## src/uoip_pkg.sv

```systemverilog
// Shared types, codes and helpers for the UTC offset parser.
`timescale 1ns / 1ps

package uoip_pkg;

    localparam int STORE_DEPTH = 9;
    localparam int CHAR_W      = 8;
    localparam int COUNT_W     = 4;
    localparam int LIMIT_W     = 17;
    localparam int SECONDS_W   = 18;
    localparam int TOTAL_W     = 19;
    localparam int STATUS_W    = 3;

    localparam logic [COUNT_W-1:0] COUNT_SAT = 4'd10;
    localparam logic [LIMIT_W-1:0] LIMIT_CAP = 17'd86399;
    localparam logic [LIMIT_W-1:0] LIMIT_RST = 17'd64800;

    localparam logic [STATUS_W-1:0] ST_OK     = 3'd0;
    localparam logic [STATUS_W-1:0] ST_FORMAT = 3'd1;
    localparam logic [STATUS_W-1:0] ST_SIGN   = 3'd2;
    localparam logic [STATUS_W-1:0] ST_COLON  = 3'd3;
    localparam logic [STATUS_W-1:0] ST_DIGIT  = 3'd4;
    localparam logic [STATUS_W-1:0] ST_RANGE  = 3'd5;

    localparam logic [CHAR_W-1:0] CH_ZERO  = 8'h30;
    localparam logic [CHAR_W-1:0] CH_NINE  = 8'h39;
    localparam logic [CHAR_W-1:0] CH_COLON = 8'h3A;
    localparam logic [CHAR_W-1:0] CH_PLUS  = 8'h2B;
    localparam logic [CHAR_W-1:0] CH_MINUS = 8'h2D;
    localparam logic [CHAR_W-1:0] CH_Z     = 8'h5A;

    // One complete offset text, handed from the collector to the decoder.
    typedef struct packed {
        logic [STORE_DEPTH-1:0][CHAR_W-1:0] chars;
        logic [COUNT_W-1:0]                 len;
    } t_frame;

    function automatic logic f_is_digit(input logic [CHAR_W-1:0] c);
        return (c >= CH_ZERO) && (c <= CH_NINE);
    endfunction

    // Value of a two-digit field; only meaningful when both are digits.
    function automatic logic [6:0] f_field2(input logic [CHAR_W-1:0] a,
                                            input logic [CHAR_W-1:0] b);
        logic [6:0] hi;
        logic [6:0] lo;
        hi = {3'd0, a[3:0]};
        lo = {3'd0, b[3:0]};
        return 7'((hi << 3) + (hi << 1) + lo);
    endfunction

endpackage

```

## src/uoip_collect.sv

```systemverilog
// Character store and counter that assemble one offset text into a frame.
`timescale 1ns / 1ps

module uoip_collect import uoip_pkg::*; (
    input  logic              i_clk,
    input  logic              i_rst_n,
    input  logic              i_accept,
    input  logic [CHAR_W-1:0] i_char,
    input  logic              i_last,
    input  logic              i_frame_take,
    output t_frame            o_frame,
    output logic              o_frame_valid
);

    logic [STORE_DEPTH-1:0][CHAR_W-1:0] r_store;
    logic [COUNT_W-1:0]                 r_count;
    logic [COUNT_W-1:0]                 n_count;
    t_frame                             r_frame;
    t_frame                             n_frame;
    logic                               r_frame_valid;

    always_comb begin
        n_count = (r_count < COUNT_SAT) ? r_count + 4'd1 : r_count;
        // The frame includes the character arriving with the last item.
        for (int i = 0; i < STORE_DEPTH; i++) begin
            n_frame.chars[i] = (r_count == COUNT_W'(i)) ? i_char : r_store[i];
        end
        n_frame.len = n_count;
    end

    always_ff @(posedge i_clk) begin
        if (i_accept && (r_count < COUNT_W'(STORE_DEPTH))) begin
            r_store[r_count] <= i_char;
        end
        if (i_accept && i_last) begin
            r_frame <= n_frame;
        end
    end

    always_ff @(posedge i_clk) begin
        if (!i_rst_n) begin
            r_count       <= '0;
            r_frame_valid <= 1'b0;
        end else begin
            if (i_accept) begin
                r_count <= i_last ? '0 : n_count;
            end
            if (i_accept && i_last) begin
                r_frame_valid <= 1'b1;
            end else if (i_frame_take) begin
                r_frame_valid <= 1'b0;
            end
        end
    end

    assign o_frame       = r_frame;
    assign o_frame_valid = r_frame_valid;

endmodule

```

## src/uoip_decode.sv

```systemverilog
// Field checks, total seconds and range test for one assembled offset text.
`timescale 1ns / 1ps

module uoip_decode import uoip_pkg::*; (
    input  t_frame                i_frame,
    input  logic [LIMIT_W-1:0]    i_limit,
    output logic [STATUS_W-1:0]   o_status,
    output logic [SECONDS_W-1:0]  o_seconds
);

    logic [STORE_DEPTH-1:0][CHAR_W-1:0] c;
    logic [STATUS_W-1:0]                err;
    logic                               ok_len;
    logic [6:0]                         h;
    logic [6:0]                         m;
    logic [6:0]                         s;
    logic                               d1;
    logic                               f1;
    logic                               f3;
    logic                               f4;
    logic                               f5;
    logic                               f7;
    logic [TOTAL_W-1:0]                 total;
    logic [LIMIT_W-1:0]                 limit;
    logic [SECONDS_W-1:0]               mag;

    always_comb begin
        c      = i_frame.chars;
        err    = ST_OK;
        ok_len = 1'b1;
        h      = '0;
        m      = '0;
        s      = '0;
        d1     = f_is_digit(c[1]);
        f1     = d1 && f_is_digit(c[2]);
        f3     = f_is_digit(c[3]) && f_is_digit(c[4]);
        f4     = f_is_digit(c[4]) && f_is_digit(c[5]);
        f5     = f_is_digit(c[5]) && f_is_digit(c[6]);
        f7     = f_is_digit(c[7]) && f_is_digit(c[8]);

        case (i_frame.len)
            4'd2: begin
                if (!d1) err = ST_DIGIT;
                else     h   = {3'd0, c[1][3:0]};
            end
            4'd3: begin
                if (!f1) err = ST_DIGIT;
                else     h   = f_field2(c[1], c[2]);
            end
            4'd5: begin
                if (!f1 || !f3) err = ST_DIGIT;
                h = f_field2(c[1], c[2]);
                m = f_field2(c[3], c[4]);
            end
            4'd6: begin
                if (!f1)                   err = ST_DIGIT;
                else if (c[3] != CH_COLON) err = ST_COLON;
                else if (!f4)              err = ST_DIGIT;
                h = f_field2(c[1], c[2]);
                m = f_field2(c[4], c[5]);
            end
            4'd7: begin
                if (!f1 || !f3 || !f5) err = ST_DIGIT;
                h = f_field2(c[1], c[2]);
                m = f_field2(c[3], c[4]);
                s = f_field2(c[5], c[6]);
            end
            4'd9: begin
                if (!f1)                   err = ST_DIGIT;
                else if (c[3] != CH_COLON) err = ST_COLON;
                else if (!f4)              err = ST_DIGIT;
                else if (c[6] != CH_COLON) err = ST_COLON;
                else if (!f7)              err = ST_DIGIT;
                h = f_field2(c[1], c[2]);
                m = f_field2(c[4], c[5]);
                s = f_field2(c[7], c[8]);
            end
            default: begin
                ok_len = 1'b0;
            end
        endcase

        if (err == ST_OK && !ok_len) begin
            err = ST_FORMAT;
        end
        if (err == ST_OK && c[0] != CH_PLUS && c[0] != CH_MINUS) begin
            err = ST_SIGN;
        end

        total = TOTAL_W'(h) * TOTAL_W'(3600) + TOTAL_W'(m) * TOTAL_W'(60) + TOTAL_W'(s);
        limit = (i_limit > LIMIT_CAP) ? LIMIT_CAP : i_limit;
        if (err == ST_OK && total > TOTAL_W'(limit)) begin
            err = ST_RANGE;
        end

        // The single-character text "Z" is valid on its own and means zero.
        if (i_frame.len == 4'd1 && c[0] == CH_Z) begin
            err = ST_OK;
            ok_len = 1'b1;
            total = '0;
        end

        mag = total[SECONDS_W-1:0];
        if (err != ST_OK) begin
            o_seconds = '0;
        end else if (c[0] == CH_MINUS) begin
            o_seconds = ~mag + 18'd1;
        end else begin
            o_seconds = mag;
        end
        o_status = err;
    end

endmodule

```

## src/utc_offset_id_parser.sv

```systemverilog
// Top level of the UTC offset parser: stream ports, limit register, result register.
`timescale 1ns / 1ps

// Takes one character of a UTC offset text per cycle ("Z", or a sign followed by
// h, hh, hhmm, hh:mm, hhmmss or hh:mm:ss) and, for the character marked tlast,
// gives one result: a status in tuser and the signed total seconds in tdata.
// Characters are taken every cycle without gaps, including the first character of
// the next text right after a last one. The edge that accepts the last character
// snapshots the text into the frame register; the decode of that frame is then
// captured in the result register once that register is free, and is offered
// from there. The input stalls only when both the frame register and the result
// register are full and the result is not being taken. The user writes the offset
// limit through i_cfg_wr_en only while no text is in flight; nothing enforces it.
module utc_offset_id_parser import uoip_pkg::*; (
    input  logic                 i_clk,
    input  logic                 i_rst_n,
    input  logic                 i_cfg_wr_en,
    input  logic [LIMIT_W-1:0]   i_cfg_wr_data,
    input  logic                 s_axis_tvalid,
    output logic                 s_axis_tready,
    input  logic [7:0]           s_axis_tdata,   // [7:0] char_code
    input  logic                 s_axis_tlast,   // is_last
    output logic                 m_axis_tvalid,
    input  logic                 m_axis_tready,
    output logic [23:0]          m_axis_tdata,   // [17:0] utc_secs, rest zero
    output logic [STATUS_W-1:0]  m_axis_tuser    // [2:0] status
);

    logic [LIMIT_W-1:0]    r_limit;
    t_frame                frame;
    logic                  frame_valid;
    logic                  out_free;
    logic                  in_accept;
    logic [STATUS_W-1:0]   dec_status;
    logic [SECONDS_W-1:0]  dec_seconds;
    logic                  r_out_valid;
    logic [STATUS_W-1:0]   r_out_status;
    logic [SECONDS_W-1:0]  r_out_seconds;

    assign out_free      = !r_out_valid || m_axis_tready;
    assign s_axis_tready = !frame_valid || out_free;
    assign in_accept     = s_axis_tvalid && s_axis_tready;

    always_ff @(posedge i_clk) begin
        if (!i_rst_n) begin
            r_limit <= LIMIT_RST;
        end else if (i_cfg_wr_en) begin
            r_limit <= i_cfg_wr_data;
        end
    end

    uoip_collect u_collect (
        .i_clk         (i_clk),
        .i_rst_n       (i_rst_n),
        .i_accept      (in_accept),
        .i_char        (s_axis_tdata),
        .i_last        (s_axis_tlast),
        .i_frame_take  (out_free),
        .o_frame       (frame),
        .o_frame_valid (frame_valid)
    );

    uoip_decode u_decode (
        .i_frame   (frame),
        .i_limit   (r_limit),
        .o_status  (dec_status),
        .o_seconds (dec_seconds)
    );

    always_ff @(posedge i_clk) begin
        if (!i_rst_n) begin
            r_out_valid <= 1'b0;
        end else if (out_free) begin
            r_out_valid <= frame_valid;
        end
    end

    always_ff @(posedge i_clk) begin
        if (out_free && frame_valid) begin
            r_out_status  <= dec_status;
            r_out_seconds <= dec_seconds;
        end
    end

    assign m_axis_tvalid = r_out_valid;
    assign m_axis_tuser  = r_out_status;
    assign m_axis_tdata  = {{(24 - SECONDS_W){1'b0}}, r_out_seconds};

endmodule

```

## config.mk

```make
export PLATFORM = sky130hd
export DESIGN_NAME = utc_offset_id_parser
export DESIGN_NICKNAME = d
export VERILOG_FILES = /design/src/uoip_pkg.sv /design/src/uoip_collect.sv /design/src/uoip_decode.sv /design/src/utc_offset_id_parser.sv
export SDC_FILE = /design/constraint.sdc
export NUM_CORES = 1
export LEC_CHECK = 0
export ABC_AREA = 1
export BUFFER_PORTS_ARGS = -buffer_cell sky130_fd_sc_hd__buf_2
export CAP_MARGIN = 10
export CORE_MARGIN = 2
export CORE_UTILIZATION = 25
export DETAILED_ROUTE_END_ITERATION = 6
export GPL_TIMING_DRIVEN = 0
export PLACE_DENSITY = 0.41
export SLEW_MARGIN = 20
export SYNTH_ARGS = -nofsm -noshare
export SYNTH_HDL_FRONTEND = slang
export SYNTH_SLANG_ARGS = --single-unit
```

## constraint.sdc

```tcl
create_clock -name i_clk -period 13.8 [get_ports i_clk]
set_input_delay 2.76 -clock i_clk [delete_from_list [all_inputs] [get_ports i_clk]]
set_output_delay 2.76 -clock i_clk [all_outputs]
set_load 0.01 [all_outputs]
```

# Yosys cells after proc, flatten, opt, wreduce, memory -nomap -nowiden
# Index checks and enable logic that the tools add are counted.
word_totals:
  reg_bits: 192
op_classes:
  n_addsub: 14
  n_mul: 2
  magnitude_cmp: 22
  n_eq_ne: 21
  mux: 42
  bitwise: 1
  reduce_logical: 43
op_table:
  columns: ["cell", "count"]
  rows:
  - ["8-bit 2-to-1 mux", 10]
  - ["72-bit bitwise mux", 1]
  - ["8-bit by 6-bit greater-or-equal comparator with 1-bit output, second input constant", 8]
  - ["8-bit by 6-bit <= comparator with 1-bit output, second input constant", 8]
  - ["3-bit 2-to-1 mux", 16]
  - ["18-bit 2-to-1 mux", 2]
  - ["7-bit by 4-bit adder with 7-bit output", 5]
  - ["7-bit by 5-bit adder with 7-bit output", 5]
  - ["8-bit demux with 4-bit select", 1]
  - ["8-bit by 6-bit inequality test with 1-bit output, second input constant", 4]
  - ["4-bit by 3-bit equality test with 1-bit output, second input constant", 7]
  - ["7-bit one-hot mux with 2 select lines", 2]
  - ["1-bit logical AND", 23]
  - ["7-bit one-hot mux with 3 select lines", 1]
  - ["19-bit by 13-bit adder with 19-bit output", 1]
  - ["19-bit by 7-bit adder with 19-bit output", 1]
  - ["19-bit by 17-bit > comparator with 1-bit output", 1]
  - ["18-bit by 1-bit adder with 18-bit output, second input constant", 1]
  - ["18-bit NOT", 1]
  - ["3-bit one-hot mux with 6 select lines", 1]
  - ["17-bit > comparator, second input constant", 1]
  - ["17-bit 2-to-1 mux", 1]
  - ["4-bit by 2-bit equality test with 1-bit output, second input constant", 4]
  - ["7-bit by 8-bit multiplier with 15-bit output, second input constant", 1]
  - ["21 further kinds", 39]

# Logic depth before layout (Yosys ltp)
depth:
  ltp_word: 21
  depth_mapped: 42

# Hierarchy
# From an unflattened synthesis, not the netlist that was laid out.
unflattened:
  hier_cells: 1303
  hier_area_um2: 12414.4
modules_own_cells:
  columns: ["mod", "instances", "cells_per_inst", "area_per_inst_um2", "seq_area_each_um2"]
  rows:
  - ["uoip_collect", 1, 382, 5738.0, 4544.4]
  - ["uoip_decode", 1, 810, 5302.6, 0.0]
  - ["utc_offset_id_parser", 1, 111, 1373.8, 991.0]

# Least setup slack after synthesis
# No wires, ideal clock.
synth_path:
  kind: "input port to flip-flop"
  start: "input port m_axis_tready"
  end: "register u_collect.r_frame, in the netlist u_collect.o_frame[0] (enable)"
  setup_ps: 513
  arrival_ps: 6432
  t_required_ps: 13287
  slack_ps: 6855
  path_stages: 5
  n_path_buf: 1
  path_cell_list: "inv_1 > nand3_1 > nand2_1 > clkbuf_1 > nor2_1"
synth_via:
  elab_chain_cells: 4
synth_rtl:
  columns: ["element", "line", "text"]
  rows:
  - ["start, declared", "utc_offset_id_parser.sv:24", "input logic m_axis_tready,"]
  - ["1-bit logical OR", "utc_offset_id_parser.sv:40", "assign out_free = !r_out_valid || m_axis_tready;"]
  - ["1-bit logical OR", "utc_offset_id_parser.sv:41", "assign s_axis_tready = !frame_valid || out_free;"]
  - ["net s_axis_tready", "utc_offset_id_parser.sv:20", "output logic s_axis_tready,"]
  - ["1-bit logical AND", "utc_offset_id_parser.sv:42", "assign in_accept = s_axis_tvalid && s_axis_tready;"]
  - ["1-bit logical AND", "uoip_collect.sv:35", "if (i_accept && i_last) begin"]
  - ["end signal, assigned", "uoip_collect.sv:36", "r_frame <= n_frame;"]
  - ["end, declared", "uoip_collect.sv:18", "t_frame r_frame;"]
# The timed path passes the listed nets, and every way through them passes these cells.
# A chain may end at the register's enable or synchronous reset.

# Worst setup path after layout
layout_path:
  start: "register u_collect.r_frame, in the netlist u_collect.o_frame[28]"
  end: "register r_out_seconds[7], data pin"
layout_via:
  elab_chain_cells: 20
layout_rtl:
  columns: ["element", "line", "text"]
  rows:
  - ["branches (longest 20 deep; another with 19-bit by 13-bit adder with 19-bit output)", null, null]
  - ["end signal, assigned", "utc_offset_id_parser.sv:81", "r_out_seconds <= dec_seconds;"]
  - ["end, declared", "utc_offset_id_parser.sv:38", "logic [SECONDS_W-1:0] r_out_seconds;"]
# Parallel ways; which one is timed is not known.

==> impl_metrics.toml <==
[synthesis]
synth_top_area_share_pct = 41.7
synth_flop_cell = "edfxtp_1"
yosysUniqueCellTypes = 48
synth_edf_count = 169
syn_area_um2 = 12200
syn_avg_cell_area_um2 = 9.48
ys_warn_count = 0
synth_sequential_area_ratio_pct = 45.5
async_flop_share_pct = 0
synth-seq-cells = 192
yosysTopAreaCell = "edfxtp_1"
synth_area_leaders = "edfxtp_1, ha_1, nand2_1"
synthCells = 1282

[setup_path]
crit_required_ns = 14.12
crit_fanout = 10
cp.arrival_ns = 7.79
critPathCaptureType = "register"
start_kind = "register"
crit_type = "register to register"
worst_path_max_delay_cell = "a32oi_1"
cpPeakStageDelay_ns = 0.58

[floorplan]
num_rows = 80
die_area_um2 = 50400
fp.dieW_um = 225
boundaryPins = 60
die_h_um = 225
core_area_um2 = 47800
start_util_pct = 25.4

[grt]
antenna_found_initial = 1
grt_max_degree = 24
grt_pass1_vias = 8418
grt_usage_pct = 11.9
grt_pass1_wl_mm = 46.2
grt_overflow = 0

[final_layout]
regArea_um2 = 5540
layout_common_cells = "nand2_1, edfxtp_1, inv_1"
final_layout_size_suffix_gt1_share_pct = 11.6
area_delta_synth_final_pct = 14.5
num_antenna_cells = 0
nNetsFinal = 1545
multiInputGateArea_um2 = 5890
final_common_cell = "nand2_1"
fill_cells = 5095

[power_and_ir_drop]
powerDensity_nw_per_um2 = 113
ir_drop_mv = 0.0771
leakagePower_nw = 6.23

[clock_tree]
clock-sinks = 192
cts_hold_buf = 0
postCtsSetupBuffers = 0
path_clk_slew_ns = 0.08
postCtsResizedCells = 0
clk_path_buf_depth = 2
htree_num_levels = 4
cts_tree = "yes"
root_buffer = "clkbuf_16"
cts-buffers-inserted = 17
clk_latency_ns = 0.45

[sta]
rsz0062_at_grt = "false"
max_slew.worst_pin.slew_ns = 1.00
max_freq_ghz = 0.134
fin_crit_sh_pct = 54.2
setup_viol = 0
period_needed_ns = 7.48
fin_skew_ns = 0.0168
fin_ws_ns = 6.32
finalMaxSlewViolations = 0
setup-tns-final_ns = 0
hold_viol_final = 0
slew_headroom_pct = 32.9

[routing]
drt-initial-drc-count = 473
wl_per_cell_um = 14.6
firstDrtPassIters = 5
vias_per_cell = 4.31
routed_wirelength_mm = 29.1
drc = 0
vias = 8565
drtAntennaViolNets = 0

[run]
maxCapViolCount = 0

[hold_path]
hold_class = "register to register"

[placement]
port-buffer-count = 52
place_congestion = 0.812
place_hpwl_mm = 22.8
place_ws_ns = 6.20

[outcome]
status = "complete, no violations"
## critical path, delay by kind of cell (launching register included)
| family | cells | cell delay [ns] |
|---|---|---|
| AO/OA/AOI/OAI | 7 | 1.41 |
| adder cells (fa/ha/maj) | 7 | 2.74 |
| buffers and inverters | 5 | 0.49 |
| flip-flops | 1 | 0.38 |
| XOR/XNOR | 3 | 0.52 |
| AND/OR/NAND/NOR | 14 | 1.80 |
## power breakdown
| group | switching, mW | internal [mW] |
|---|---|---|
| logic | 0.247 | 0.136 |
| clock network | 0.252 | 0.278 |
| registers | 0.00874 | 0.649 |
| total | 0.508 | 1.06 |
## layout make-up
class,count,share of cell area [%]
flip-flops and latches,192,39.8
well taps,615,5.53
multi-input cells,900,42.3
plain buffers,25,0.962
clock inverters,15,1.41
inverters,170,4.58
repair buffers,55,2.41
clock buffers,17,3.06
## through the flow
stage / utilization, % / std cells / hold WS (ns) / cell area [µm²] / power, mW
after floorplan: - / 1287 / 0.430 / 12200 / 0.955
after global placement: 27.6 / 1954 / 0.457 / 13200 / 1.05
after detailed placement: 27.8 / 1957 / 0.474 / 13300 / 1.06
after CTS: 29.1 / 1989 / 0.495 / 13900 / 1.59
after global routing: 29.1 / 1989 / 0.519 / 13900 / 1.67
final: 29.1 / 1989 / 0.485 / 13900 / 1.57
## layer usage
layer,vias to the layer above,part of all wire [%],GRT usage (%)
met2,93,45,18.8
met4,2,1.1,2.84
met1,3992,51,16.7
met5,-,0.055,0
li1,4463,-,-
met3,15,2.6,2.36
## kinds of logic (layout without fill, tap and decap cells)
| group | Yosys count | in the layout | share of synthesized area [%] |
|---|---|---|---|
| other | 1 | 6 | 0.0308 |
| AO/OA/AOI/OAI | 189 | 189 | 8.46 |
| adder cells (fa/ha/maj) | 153 | 153 | 17.3 |
| XOR/XNOR | 48 | 48 | 3.46 |
| buffers and inverters | 195 | 282 | 6.35 |
| flip-flops | 192 | 192 | 45.5 |
| AND/OR/NAND/NOR | 504 | 504 | 18.8 |
## cell usage after synthesis, types with 3 or more instances
master,n
o22ai_1,6
or2_2,7
nand3_1,50
nor2_1,95
a211oi_1,3
nand2_2,15
nand2_1,274
clkbuf_1,17
ha_1,127
o21ai_1,3
fa_1,26
nor3_1,10
edfxtp_1,169
a21oi_1,41
nand3_2,4
nand3_4,3
nor2_2,8
xnor2_1,15
a21o_1,6
inv_2,8
nor2_4,13
o21ai_0,107
buf_4,6
dfxtp_1,23
nor3_2,3
a22oi_1,5
inv_1,161
xor2_1,33
a31oi_1,7
nand4_1,15
## state kept, by name (all words and copies together), names as in the netlist
signal and cells:
u_collect.r_store 72, m_axis_tuser 3, r_limit 17, u_collect.o_frame 76
u_collect.r_count 4, u_collect.o_frame_valid 1, r_out_seconds 18, m_axis_tvalid 1
## worst paths after layout
check	endpoint	startpoint	depth (start not counted)	slack, ns
setup / recovery	r_out_seconds[7]	u_collect.o_frame[28]	36	6.32
hold / removal	r_limit[5]	r_limit[5]	2	0.48
setup reg to reg	r_out_seconds[7]	u_collect.o_frame[28]	36	6.32
hold reg to reg	r_limit[5]	r_limit[5]	2	0.48
Note: power is estimated with default switching activity, not from simulation.
